==> config.mk <==
export PLATFORM = sky130hd
export DESIGN_NAME = fgw_ram
export DESIGN_NICKNAME = d
export VERILOG_FILES = /design/src/sv/fgw_ram.sv
export SDC_FILE = /design/constraint.sdc
export NUM_CORES = 2
export LEC_CHECK = 0
export ABC_AREA = 1
export BUFFER_PORTS_ARGS = -buffer_cell sky130_fd_sc_hd__buf_2
export CORE_MARGIN = 2
export CORE_UTILIZATION = 45
export CTS_CLUSTER_DIAMETER = 80
export DETAILED_ROUTE_END_ITERATION = 16
export PLACE_DENSITY = 0.69
export SLEW_MARGIN = 20
export SYNTH_ARGS = -nofsm -noshare
export SYNTH_HDL_FRONTEND = slang
export SYNTH_SLANG_ARGS = --single-unit
export TNS_END_PERCENT = 50
==> constraint.sdc <==
create_clock -name clk -period 2.9 [get_ports clk]
set_input_delay 0.58 -clock clk [delete_from_list [all_inputs] [get_ports clk]]
set_output_delay 0.58 -clock clk [all_outputs]
set_load 0.02 [all_outputs]
==> src/sv/fgw_ram.sv <==
// Generic simple dual-port RAM: one write port, one registered read port.
// Used for every frame store of the warp unit; no dependencies.
module fgw_ram #(
  parameter int WIDTH = 8,
  parameter int DEPTH = 256
) (
  input  logic                     clk,
  input  logic                     we,
  input  logic [$clog2(DEPTH)-1:0] waddr,
  input  logic [WIDTH-1:0]         wdata,
  input  logic                     re,
  input  logic [$clog2(DEPTH)-1:0] raddr,
  output logic [WIDTH-1:0]         rdata
);

  logic [WIDTH-1:0] mem [DEPTH];

  always_ff @(posedge clk) begin
    if (we) begin
      mem[waddr] <= wdata;
    end
    if (re) begin
      rdata <= mem[raddr];
    end
  end

endmodule

==> run metrics <==
io pins 35; worst r2r path cells 10; Pwr Total around 0.063 W; status finished, final reports clean; Detailed Route Iter0 Violations around 8500; commonest non-fill, non-tap cell in the layout nand2_1; clock sink count slightly above 2000; CP peak stage delay between 500 and 600 ps; Least-Margin Pin Slew around 920 ps; setup TNS 0 ps; GP Congestion between 0.9 and 1; Layout Nets 7284; Startpoint Class flip-flop; largest net degree at the start of global routing 100; Synth Area per Inst between 10 and 15 µm²; hold path start wdata[7]; vias per inst roughly 5.7; maximum VDD drop roughly 0.68 mV; Tcrit/Tclk final between 70% and 80%; Die X between 400 and 500 µm; number of buffers added on ports 34; clock tree buffer depth 3; commonest non-fill, non-tap cells in the layout nand2_1 (2123), edfxtp_1 (2056), nand3_1 (2019); vias in the first global route about 54000; Die Height 435 µm; Combinational Power Share between 6 and 7%; hold path depth 1; family with the most delay on the worst path flip-flops; hold buffers post-CTS 0; global-route wire length before repair roughly 350000 µm; detailed-placement wirelength estimate approximately 140000 µm; R2R Path End rdata[5]; fraction of layout cells with a size suffix above 1 a little over a tenth; Leak Pwr between 30 and 40 nW; Worst EP arrival 1680 ps; r2r startpoint mem[231][5]; overflow left after global routing 0; syn_nets 7030; Switching Share 22.6%; register area share after synthesis 74.0%; post-CTS sizing 0; setup ws final ~640 ps; std cell rows between 150 and 200; initial core utilization a little under half; Hold Crit Class in2reg; Tmin final between 2000 and 2500 ps; post-synthesis cell type count 13; Flop pwr share between 50 and 60%; RSZ-0062 raised after global routing no; Routed WL per cell 23.4 µm; setup bufs post-CTS 0; Worst Path Max Fanout 1; Crit-path slowest cell edfxtp_1; Post-Syn Area approximately 83000 µm²; clk slew on worst S/H paths 60 ps; crit path kind reg2out; R2R setup slack between 700 and 800 ps; DRC violations left 0; pre-CTS setup slack -10.2 ps; Peak Freq about 0.44 GHz; die area around 190000 µm²; CTS tree done; depth of the CTS H-tree 4; Crit path buffers/inverters 1; TritonCTS Buffers 205; final setup vio count 0; Syn Inst Count 7003; Final Routed Wirelength 232000 µm; Hold Path Sink mem[186][7]; Hold Vio Cnt, Final 0; max cap viols 0; Clk pwr share around two fifths; Internal Power 0.0485 W; Filler cells about 15000; critical path endpoint category output port; Slew Limit Fails 0; Skew-Pair Late Insertion Delay 840 ps; Switching Power 0.0141 W; yosys warns 0; Setup Skew between 30 and 40 ps; area growth from synthesis to layout 15.0%; 1st-pass router iterations 9; Routed Antenna Nets 0; Critical Path, Cell by Cell buf_2; root buffer cell clkbuf_16; Max transition margin 38.4%; placed inst area 89500 µm²; register bit total from synthesis about 2100; Global Route Usage Sum between 20% and 30%; Core Area roughly 180000 µm²; data required time of the worst path about 2300 ps; initial antenna violation count 7; post-route cell area 96000 µm²; P per Cell Area 652 nW/µm²; via count around 57000
[cells by family after synthesis]
kind of cell | Yosys count | share of synthesized area (%)
AND/OR/NAND/NOR | 4425 | 22.9
flip-flops | 2056 | 74.0
buffers and inverters | 522 | 3.12
[through the flow]
stage | hold slack, ps | instances | utilization [%]
2_1_floorplan | 679 | 7003 | -
3_3_place_gp | 939 | 9530 | 48.4
3_5_place_dp | 939 | 9530 | 48.4
4_1_cts | 31.5 | 9907 | 51.9
5_1_grt | 62.0 | 9908 | 51.9
6_report | 84.8 | 9911 | 51.9
[Yosys cell counts]
master	n	area (µm²)
buf_6	16	180
inv_2	2	7.51
inv_1	36	135
buf_2	268	1340
inv_4	1	6.26
buf_4	46	345
buf_8	1	15.0
clkbuf_1	112	420
buf_1	40	150
nand3_1	2019	10100
edfxtp_1	2056	61700
nor2_1	283	1060
nand2_1	2123	7970
[sequential cells by signal (all words and copies together), names as in the netlist]
name and flops:
rdata 8, mem 2048
[metal layers]
metal | vias to the layer above | track usage [%] | wire (µm) | part of all wire [%]
met4 | 10 | 9.35 | 8780 | 3.8
li1 | 25397 | - | - | -
met3 | 472 | 4.78 | 24600 | 11
met5 | - | 0 | 64 | 0.028
met1 | 27492 | 33.2 | 90200 | 39
met2 | 3174 | 37.9 | 108000 | 47
[worst max-delay path by stage]
stage                        start     endpoint  slack, ps  cells past startpoint
after detailed placement  raddr[1]     rdata[1]        -10                     13
after global placement    raddr[1]     rdata[0]        -30                     13
after CTS                 rdata[2]     rdata[2]        560                      1
final                     rdata[2]     rdata[2]        640                      1
after floorplan                 we  mem[162][0]        830                      4
after global routing      rdata[2]     rdata[2]        630                      1
[power groups by stage]
| stage | Clock [W] | Combinational, W | Sequential (W) |
|---|---|---|---|
| floorplan | 0 | 0.00202 | 0.0334 |
| finish | 0.0257 | 0.00404 | 0.0328 |
| CTS | 0.0260 | 0.00399 | 0.0328 |
| global route | 0.0272 | 0.00431 | 0.0328 |
| global placement | 0 | 0.00392 | 0.0334 |
| detailed placement | 0 | 0.00397 | 0.0334 |
[area by class of cell]
cell class                      instances  area [µm²]  area share [%]
Clock inverter                        127        1080            1.12
Tap cell                             2480        3100            3.23
Sequential cell                      2056       61700            64.3
Inverter                               39         180           0.188
Multi-Input combinational cell       4425       19100            19.9
Antenna cell                            4        10.0          0.0104
Clock buffer                          250        5430            5.65
Timing Repair Buffer                  530        5330            5.55
Power figures use the tool's default switching activity.
