`src/sv/fgw_pkg.sv`:
```
// Shared constants, codes and types of the frame geometric warp unit.
// No dependencies; the top level and the divider refer to it by scoped names, the testbench files import it.
package fgw_pkg;

  localparam int MAX_DIM = 256;
  localparam int COORD_W = $clog2(MAX_DIM);
  localparam int DIM_W = COORD_W + 1;
  localparam int ADDR_W = 2 * COORD_W;
  localparam int DEPTH = MAX_DIM * MAX_DIM;

  localparam int CHAN_W = 8;
  localparam int PIX_W = 3 * CHAN_W;
  localparam int OUT_W = PIX_W + 1;
  localparam logic [PIX_W-1:0] WHITE = '1;

  localparam int COEF_W = 16;
  localparam int Q_FRAC = 8;
  localparam int OP_W = 2;
  localparam int MODE_W = 3;
  localparam int CFG_IDX_W = 3;
  localparam int CFG_DATA_W = COEF_W;

  localparam logic [OP_W-1:0] OP_LOAD = 2'd0;
  localparam logic [OP_W-1:0] OP_SCATTER = 2'd1;
  localparam logic [OP_W-1:0] OP_READ = 2'd2;

  localparam logic [MODE_W-1:0] MODE_TRANSLATE = 3'd0;
  localparam logic [MODE_W-1:0] MODE_ROTATE = 3'd1;
  localparam logic [MODE_W-1:0] MODE_SCALE = 3'd2;
  localparam logic [MODE_W-1:0] MODE_SHEAR = 3'd3;
  localparam logic [MODE_W-1:0] MODE_MIRROR_V = 3'd4;
  localparam logic [MODE_W-1:0] MODE_MIRROR_H = 3'd5;

  localparam logic [CFG_IDX_W-1:0] REG_WARP_MODE = 3'd0;
  localparam logic [CFG_IDX_W-1:0] REG_FRAME_WIDTH = 3'd1;
  localparam logic [CFG_IDX_W-1:0] REG_FRAME_HEIGHT = 3'd2;
  localparam logic [CFG_IDX_W-1:0] REG_COEF_X = 3'd3;
  localparam logic [CFG_IDX_W-1:0] REG_COEF_Y = 3'd4;

  localparam int DVD_W = COORD_W + Q_FRAC;
  localparam int DVS_W = COEF_W - 1;
  localparam int DIV_CNT_W = $clog2(DVD_W);

  typedef struct packed {
    logic             start;
    logic [DVD_W-1:0] dividend;
    logic [DVS_W-1:0] divisor;
  } div_req_t;

  typedef struct packed {
    logic             done;
    logic [DVD_W-1:0] quotient;
  } div_rsp_t;

  function automatic logic [DIM_W-1:0] eff_dim(input logic [DIM_W-1:0] v);
    logic [DIM_W-1:0] r;
    if (v == '0) begin
      r = DIM_W'(1);
    end else if (v > DIM_W'(MAX_DIM)) begin
      r = DIM_W'(MAX_DIM);
    end else begin
      r = v;
    end
    return r;
  endfunction

endpackage

```
`src/sv/fgw_div.sv`:
```
// Restoring divider producing one quotient bit per cycle for the scale fill.
// Depends on fgw_pkg for widths and the request and response structs.
module fgw_div (
  input  logic              clk,
  input  logic              rst,
  input  fgw_pkg::div_req_t req,
  output fgw_pkg::div_rsp_t rsp
);

  logic [fgw_pkg::DVD_W-1:0]     quo;
  logic [fgw_pkg::DVS_W-1:0]     rem;
  logic [fgw_pkg::DVS_W-1:0]     dvs;
  logic [fgw_pkg::DIV_CNT_W-1:0] cnt;
  logic                          run;
  logic                          done;
  logic [fgw_pkg::DVS_W:0]       trial;
  logic                          ge;

  assign trial = {rem, quo[fgw_pkg::DVD_W-1]};
  assign ge = trial >= {1'b0, dvs};

  always_ff @(posedge clk) begin
    if (rst) begin
      run <= 1'b0;
      done <= 1'b0;
      cnt <= '0;
    end else begin
      done <= 1'b0;
      if (req.start) begin
        run <= 1'b1;
        cnt <= '0;
      end else if (run) begin
        cnt <= cnt + 1'b1;
        if (cnt == fgw_pkg::DIV_CNT_W'(fgw_pkg::DVD_W - 1)) begin
          run <= 1'b0;
          done <= 1'b1;
        end
      end
    end
  end

  always_ff @(posedge clk) begin
    if (req.start) begin
      rem <= '0;
      quo <= req.dividend;
      dvs <= req.divisor;
    end else if (run) begin
      rem <= ge ? fgw_pkg::DVS_W'(trial - {1'b0, dvs}) : trial[fgw_pkg::DVS_W-1:0];
      quo <= {quo[fgw_pkg::DVD_W-2:0], ge};
    end
  end

  assign rsp.done = done;
  assign rsp.quotient = quo;

endmodule

```
`config.mk`:
```
export PLATFORM = sky130hd
export DESIGN_NAME = fgw_div
export DESIGN_NICKNAME = d
export VERILOG_FILES = /design/src/sv/fgw_pkg.sv /design/src/sv/fgw_div.sv
export SDC_FILE = /design/constraint.sdc
export NUM_CORES = 1
export LEC_CHECK = 0
export ABC_AREA = 1
export BUFFER_PORTS_ARGS = -buffer_cell sky130_fd_sc_hd__buf_2
export CORE_AREA = 3 3 92 112
export CTS_CLUSTER_DIAMETER = 80
export DETAILED_ROUTE_END_ITERATION = 8
export DIE_AREA = 0 0 95 115
export GPL_ROUTABILITY_DRIVEN = 0
export GPL_TIMING_DRIVEN = 0
export PLACE_DENSITY = 0.53
export REMOVE_ABC_BUFFERS = 1
export SETUP_SLACK_MARGIN = 0.02
export SYNTH_ARGS = -nofsm -noshare
export SYNTH_HDL_FRONTEND = slang
export SYNTH_SLANG_ARGS = --single-unit
export TNS_END_PERCENT = 30
```
`constraint.sdc`:
```
create_clock -name clk -period 2.2 [get_ports clk]
set_input_delay 0.33 -clock clk [delete_from_list [all_inputs] [get_ports clk]]
set_output_delay 0.33 -clock clk [all_outputs]
set_load 0.01 [all_outputs]
```
==> results.toml, run 1 <==
[run_status]
status = "complete, no violations"

[floorplanning]
num_rows = 39
die_w_um = 95
core_area_sq_um = 9420
die_area_sq_um = 10900
pin_count = 51
die_h_um = 115
initial_core_util_pct = 34.3

[routing]
drc = 0
drtAntennaViolNets = 0
drt_iter0_drc = 164
first_pass_iters = 4
routed_wl_mm = 7.16
dr_total_vias = 2661
wire_per_inst_um = 12.0
vias_per_cell = 4.46

[synth]
netlist_instances = 417
synthFlopType = "edfxtp_1"
synth_area_sq_um = 3230
synth.distinct_cells = 39
yosys_warnings = 0
ys_seq_area_share_pct = 41.8
avgSynthCellArea_sq_um = 7.76
postSynth.asyncResetShare_pct = 0
synth_edf_count = 31
ys_seq_elements = 52

[cts]
hold_buffers = 0
clkLatencyLatePin_ns = 0.30
cts.sinks = 52
cts_tree = "built"
root_buffer = "clkbuf_16"
cts_buffers = 5
clk_path_buf_depth = 2
cts.htree.levels = 2
clkSlewWorstSetupHoldPaths_ns = 0.07

[power_and_ir_drop]
pwr-share-seq_pct = 50.7
pwr-share-comb_pct = 14.4
swShare_pct = 26.1
p_leak_uw = 0.00197
pwr-share-clk_pct = 34.9
switchingPower_uw = 580
vdd_drop_max_mv = 0.368
power-per-cell-area_nw_per_um2 = 581
p_int_uw = 1640

[global_routing]
overflow = 0
grt_pass1_vias = 2650
grt_max_degree = 35
grt_antenna_before_repair = 0
grt_use_total_pct = 14.5
grt_pass1_wl_mm = 12.4

[sta]
finalSetupTns_ns = 0
whs_ns = 0.195
max_freq_mhz = 496
period_share_pct = 91.6
maxSlewViolCount = 0
hold_viol = 0
min_period_ns = 2.02
finalClockSkew_ns = 0.00730
relSlewSlack_pct = 42.3
tightestPinTransition_ns = 0.865
rsz0062_at_grt = "true"
setup_viol = 0

[critical_path]
crit_arrival_ns = 2.26
cp_data_required_time_ns = 2.44
crit_fanout = 6
criticalPathCategory = "reg2reg"
endpoint_kind = "flip-flop"
cp-start-kind = "flip-flop"

[layout]
drive_gt1_share_pct = 22.0
final_cell_count_no_fill = 596
finalNetCount = 523
synthToLayoutAreaGrowth_pct = 18.1
diodes = 0
num-fill-cells = 1015

[place]
dp.cells = 581
place.detailed.hpwl_mm = 5.11
portBuffers = 50

[job]
maxCapViolations = 0

[hold_path]
hp-class = "in2reg"
## power groups by stage
stage	clock network, uW	registers [uW]	logic (uW)
after global routing	846	1140	369
after CTS	813	1130	318
after detailed placement	0	1150	316
after global placement	0	1150	311
final	776	1130	320
after floorplan	0	1160	184
## cells by family after synthesis
kind of cell               Yosys count  share of synthesized area, %
and+or+nand+nor                    247                          36.2
buffers and inverters               78                          10.3
xor gates and xnor gates             7                          1.90
DFF                                 52                          41.8
adders and majority gates           17                          6.81
AOI/OAI and AO/OA                   16                          2.94
## worst max-delay path, stage by stage, from the launching register on
cell,delay [ns]
edfxtp_1,0.34
inv_1,0.06
ha_2,0.20
fa_2,0.41
inv_2,0.07
nand2_1,0.05
nand2_2,0.08
nand3_2,0.09
nand3_4,0.13
nand2_8,0.10
buf_12,0.15
nand3_1,0.06
nand2_1,0.05
inv_1,0.08
nand2_1,0.05
nand2_1,0.05
## cells in the mapped netlist (all sizes together), types with 2 or more instances
master    n  area (sq um)
nand4     4          25.0
xnor2     4          35.0
o21ai     6          33.8
dfxtp    21           420
nor3      4          20.0
nand3    44           270
ha       16           200
nand2   163           673
xor2      3          26.3
clkinv    2          8.75
nor2     24           126
nand3b    5          37.5
edfxtp   31           931
clkbuf    2          7.51
a21oi     8          47.6
inv      67           251
buf       7          66.3
## state kept, by name (all words and copies together) (netlist names)
| register | flops |
|---|---|
| done | 1 |
| rem | 15 |
| cnt | 4 |
| dvs | 15 |
| quo | 16 |
| run | 1 |
## cell type report
| type | instances | area, sq um | area share [%] |
|---|---|---|---|
| Inverter | 69 | 260 | 6.81 |
| Sequential cell | 52 | 1350 | 35.4 |
| Clock buffer | 5 | 125 | 3.27 |
| Clock inverter | 3 | 17.5 | 0.458 |
| Multi-Input combinational cell | 289 | 1600 | 41.9 |
| Timing Repair Buffer | 55 | 313 | 8.19 |
| Tap cell | 123 | 154 | 4.03 |
## per-layer routing
layer  vias up  wire length (um)  GRT usage, %
met3         8               157          2.55
met5         -                 0             0
met2        20              3710          25.3
met1      1209              3180          17.6
li1       1424                 -             -
met4         0               121          5.77
## through the flow
| stage | utilization (%) | area [sq um] | setup WS, ns | power (uW) |
|---|---|---|---|---|
| floorplan | - | 3160 | 0.200 | 1340 |
| finish | 40.6 | 3820 | 0.185 | 2220 |
| global placement | 37.9 | 3560 | -0.358 | 1460 |
| detailed placement | 37.9 | 3560 | -0.392 | 1460 |
| CTS | 39.9 | 3760 | 0.0275 | 2260 |
| global route | 40.6 | 3820 | 0.0137 | 2350 |
## cells in the final DEF (no fill, tap or decap), types with 5 or more instances in the layout
| master | count |
|---|---|
| nand2_2 | 10 |
| buf_2 | 50 |
| nand3_1 | 34 |
| ha_1 | 15 |
| nor2_1 | 17 |
| nand2_1 | 149 |
| clkbuf_16 | 5 |
| nand3b_1 | 5 |
| dfxtp_1 | 21 |
| edfxtp_1 | 31 |
| inv_1 | 64 |
| nand3_2 | 9 |
| a21oi_1 | 6 |
## repair_timing
| action | 4_1_cts | 5_1_grt |
|---|---|---|
| endpoints found under the setup margin | 25 | 16 |
| gates resized for setup | 2 | 6 |
| buffers inserted | 2 | 3 |
| cloned | 1 | 1 |
| pin swaps | 2 | 4 |
## final timing paths
kind / slack, ns / end / start / cells after the start
worst min register to register: 0.47 / rem[7] / rem[7] / 2
worst max-delay path: 0.18 / rem[12] / quo[15] / 15
worst min-delay path: 0.19 / run / rst / 2
worst max register to register: 0.18 / rem[12] / quo[15] / 15
No activity file was read; power rests on OpenSTA's default activity.
==> run 2: changes to the inputs <==
--- a/config.mk
+++ b/config.mk
@@ -6,14 +6,14 @@
 export NUM_CORES = 1
 export LEC_CHECK = 0
 export ABC_AREA = 1
-export BUFFER_PORTS_ARGS = -buffer_cell sky130_fd_sc_hd__buf_2
 export CORE_AREA = 3 3 92 112
 export CTS_CLUSTER_DIAMETER = 80
 export DETAILED_ROUTE_END_ITERATION = 8
 export DIE_AREA = 0 0 95 115
+export DONT_BUFFER_PORTS = 1
 export GPL_ROUTABILITY_DRIVEN = 0
 export GPL_TIMING_DRIVEN = 0
-export PLACE_DENSITY = 0.53
+export PLACE_DENSITY = 0.48
 export REMOVE_ABC_BUFFERS = 1
 export SETUP_SLACK_MARGIN = 0.02
 export SYNTH_ARGS = -nofsm -noshare
==> run 2 against run 1 <==
Compared with the run above:
- clock skew decreased by 0.0017 ns
- global-route usage decreased by 0.54 points
- setup slack got worse by 0.021 ns
- clock power increased by 15%
- die area unchanged
- flip-flop and latch count unchanged
- critical endpoint is now rem[13]
- largest cell class unchanged
==> results.toml, run 2 (same netlist as run 1, synthesis figures left out) <==
[run_status]
status = "complete, no violations"

[global_routing]
grt_antenna_before_repair = 0
grt_pass1_vias = 2472
grt_max_degree = 35
grt_pass1_wl_mm = 11.8
overflow = 0
grt_use_total_pct = 14.0

[routing]
vias_per_cell = 4.60
wire_per_inst_um = 12.9
drtAntennaViolNets = 0
drc = 0
routed_wl_mm = 7.11
first_pass_iters = 4
dr_total_vias = 2537
drt_iter0_drc = 198

[critical_path]
reg2reg_slack_ns = 0.16
cpLargestDelayFamily = "simple AND/OR/NAND/NOR gates"
criticalPathCategory = "reg2reg"
slowest_stage = "edfxtp_1"
worst-path-buf-inv = 2
r2r_start = "quo[15]"
cp_common_cell = "nand2_1"
rr_endpoint = "rem[13]"
crit_arrival_ns = 2.23
cp-start-kind = "flip-flop"
endpoint_kind = "flip-flop"
cp_slowest_stage_delay_ns = 0.43
path_cells = "inv_2 > ha_4 > fa_2 > inv_2 > nand2_1 > nand2_2 > nand3_4 > nand3_4 > nand2_8 > nand2_4 > nand3_2 > nand2_1 > nand2_1"
rr_worst_depth = 13
cp_data_required_time_ns = 2.39
crit_fanout = 8

[place]
portBuffers = 0
placed_area_sq_um = 3310
place.detailed.hpwl_mm = 5.05

[sta]
hold_viol = 0
finalClockSkew_ns = 0.00557
max_freq_mhz = 491
setup_viol = 0
maxSlewViolCount = 0
rsz0062_at_grt = "true"
finalSetupTns_ns = 0
tightestPinTransition_ns = 0.789
relSlewSlack_pct = 47.4
period_share_pct = 92.6
min_period_ns = 2.04
whs_ns = 0.0975

[layout]
top_register = "quo"
finalNetCount = 478
synthToLayoutAreaGrowth_pct = 13.3
fin_util_pct = 38.9
final_common_cell = "nand2_1"
drive_gt1_share_pct = 14.0
largest_reg_flops = 16
reg_top3 = "quo x16, dvs x15, rem x15"
num-fill-cells = 1001
diodes = 0
final_cell_mix = "nand2_1 (149), inv_1 (63), nand3_1 (33), edfxtp_1 (31), dfxtp_1 (21)"
design_area_sq_um = 3670

[floorplanning]
die_area_sq_um = 10900
die_h_um = 115
core_area_sq_um = 9420
num_rows = 39
initial_core_util_pct = 34.3
pin_count = 51
die_w_um = 95

[cts]
cts_buffers = 5
clkLatencyLatePin_ns = 0.29
cts.sinks = 52
clk_path_buf_depth = 2
cts.htree.levels = 2
clkSlewWorstSetupHoldPaths_ns = 0.07
root_buffer = "clkbuf_16"
cts_tree = "built"

[power_and_ir_drop]
p_leak_uw = 0.00180
power-per-cell-area_nw_per_um2 = 626
vdd_drop_max_mv = 0.284

[job]
maxCapViolations = 0

[hold_path]
holdPathStages = 1
hp-class = "in2reg"
hold_start = "rst"
hold_path_end = "run"
[run 2: worst max path at each step]
| stage | depth (start not counted) | end | start |
|---|---|---|---|
| 2_1_floorplan | 13 | rem[0] | quo[15] |
| 3_3_place_gp | 13 | rem[1] | quo[15] |
| 3_5_place_dp | 13 | rem[1] | quo[15] |
| 4_1_cts | 13 | rem[4] | quo[15] |
| 5_1_grt | 15 | rem[11] | quo[15] |
| 6_report | 13 | rem[13] | quo[15] |
[run 2: final cells by class]
| type | count | area, sq um | share of cell area (%) |
|---|---|---|---|
| clock buffer | 5 | 125 | 3.41 |
| clock inverter | 3 | 42.5 | 1.16 |
| inverter | 69 | 260 | 7.10 |
| multi-input combinational | 288 | 1610 | 43.9 |
| sequential | 52 | 1350 | 36.9 |
| tap | 123 | 154 | 4.20 |
| timing repair buffer | 11 | 124 | 3.38 |
[run 2: what timing repair did]
item / in CTS / in global routing
endpoints found under the hold margin: 0 / 0
gates cloned: 1 / 0
hold buffers: 0 / 0
buffers inserted: 4 / 6
gates resized for setup: 6 / 6
endpoints found under the setup margin: 31 / 16
pin swaps: 2 / 5
[run 2: report_power, final]
part	internal [uW]	total [uW]	switching [uW]	leakage [uW]
clock network	535	893	358	0.0000814
logic	92.4	251	159	0.00124
registers	1100	1150	47.7	0.000481
[run 2: routing by layer]
metal / part of all wire, % / GRT usage [%]
met1: 44 / 16.8
met2: 52 / 25.1
met3: 2.3 / 2.55
met4: 1.3 / 4.33
met5: 0 / 0
[run 2: metrics by stage]
| stage | cells | total power, uW | setup slack [ns] |
|---|---|---|---|
| finish | 551 | 2290 | 0.164 |
| global route | 551 | 2400 | 0.00342 |
| CTS | 544 | 2320 | 0.0204 |
| detailed placement | 531 | 1400 | -0.185 |
| global placement | 531 | 1400 | -0.166 |
| floorplan | 408 | 1340 | 0.200 |
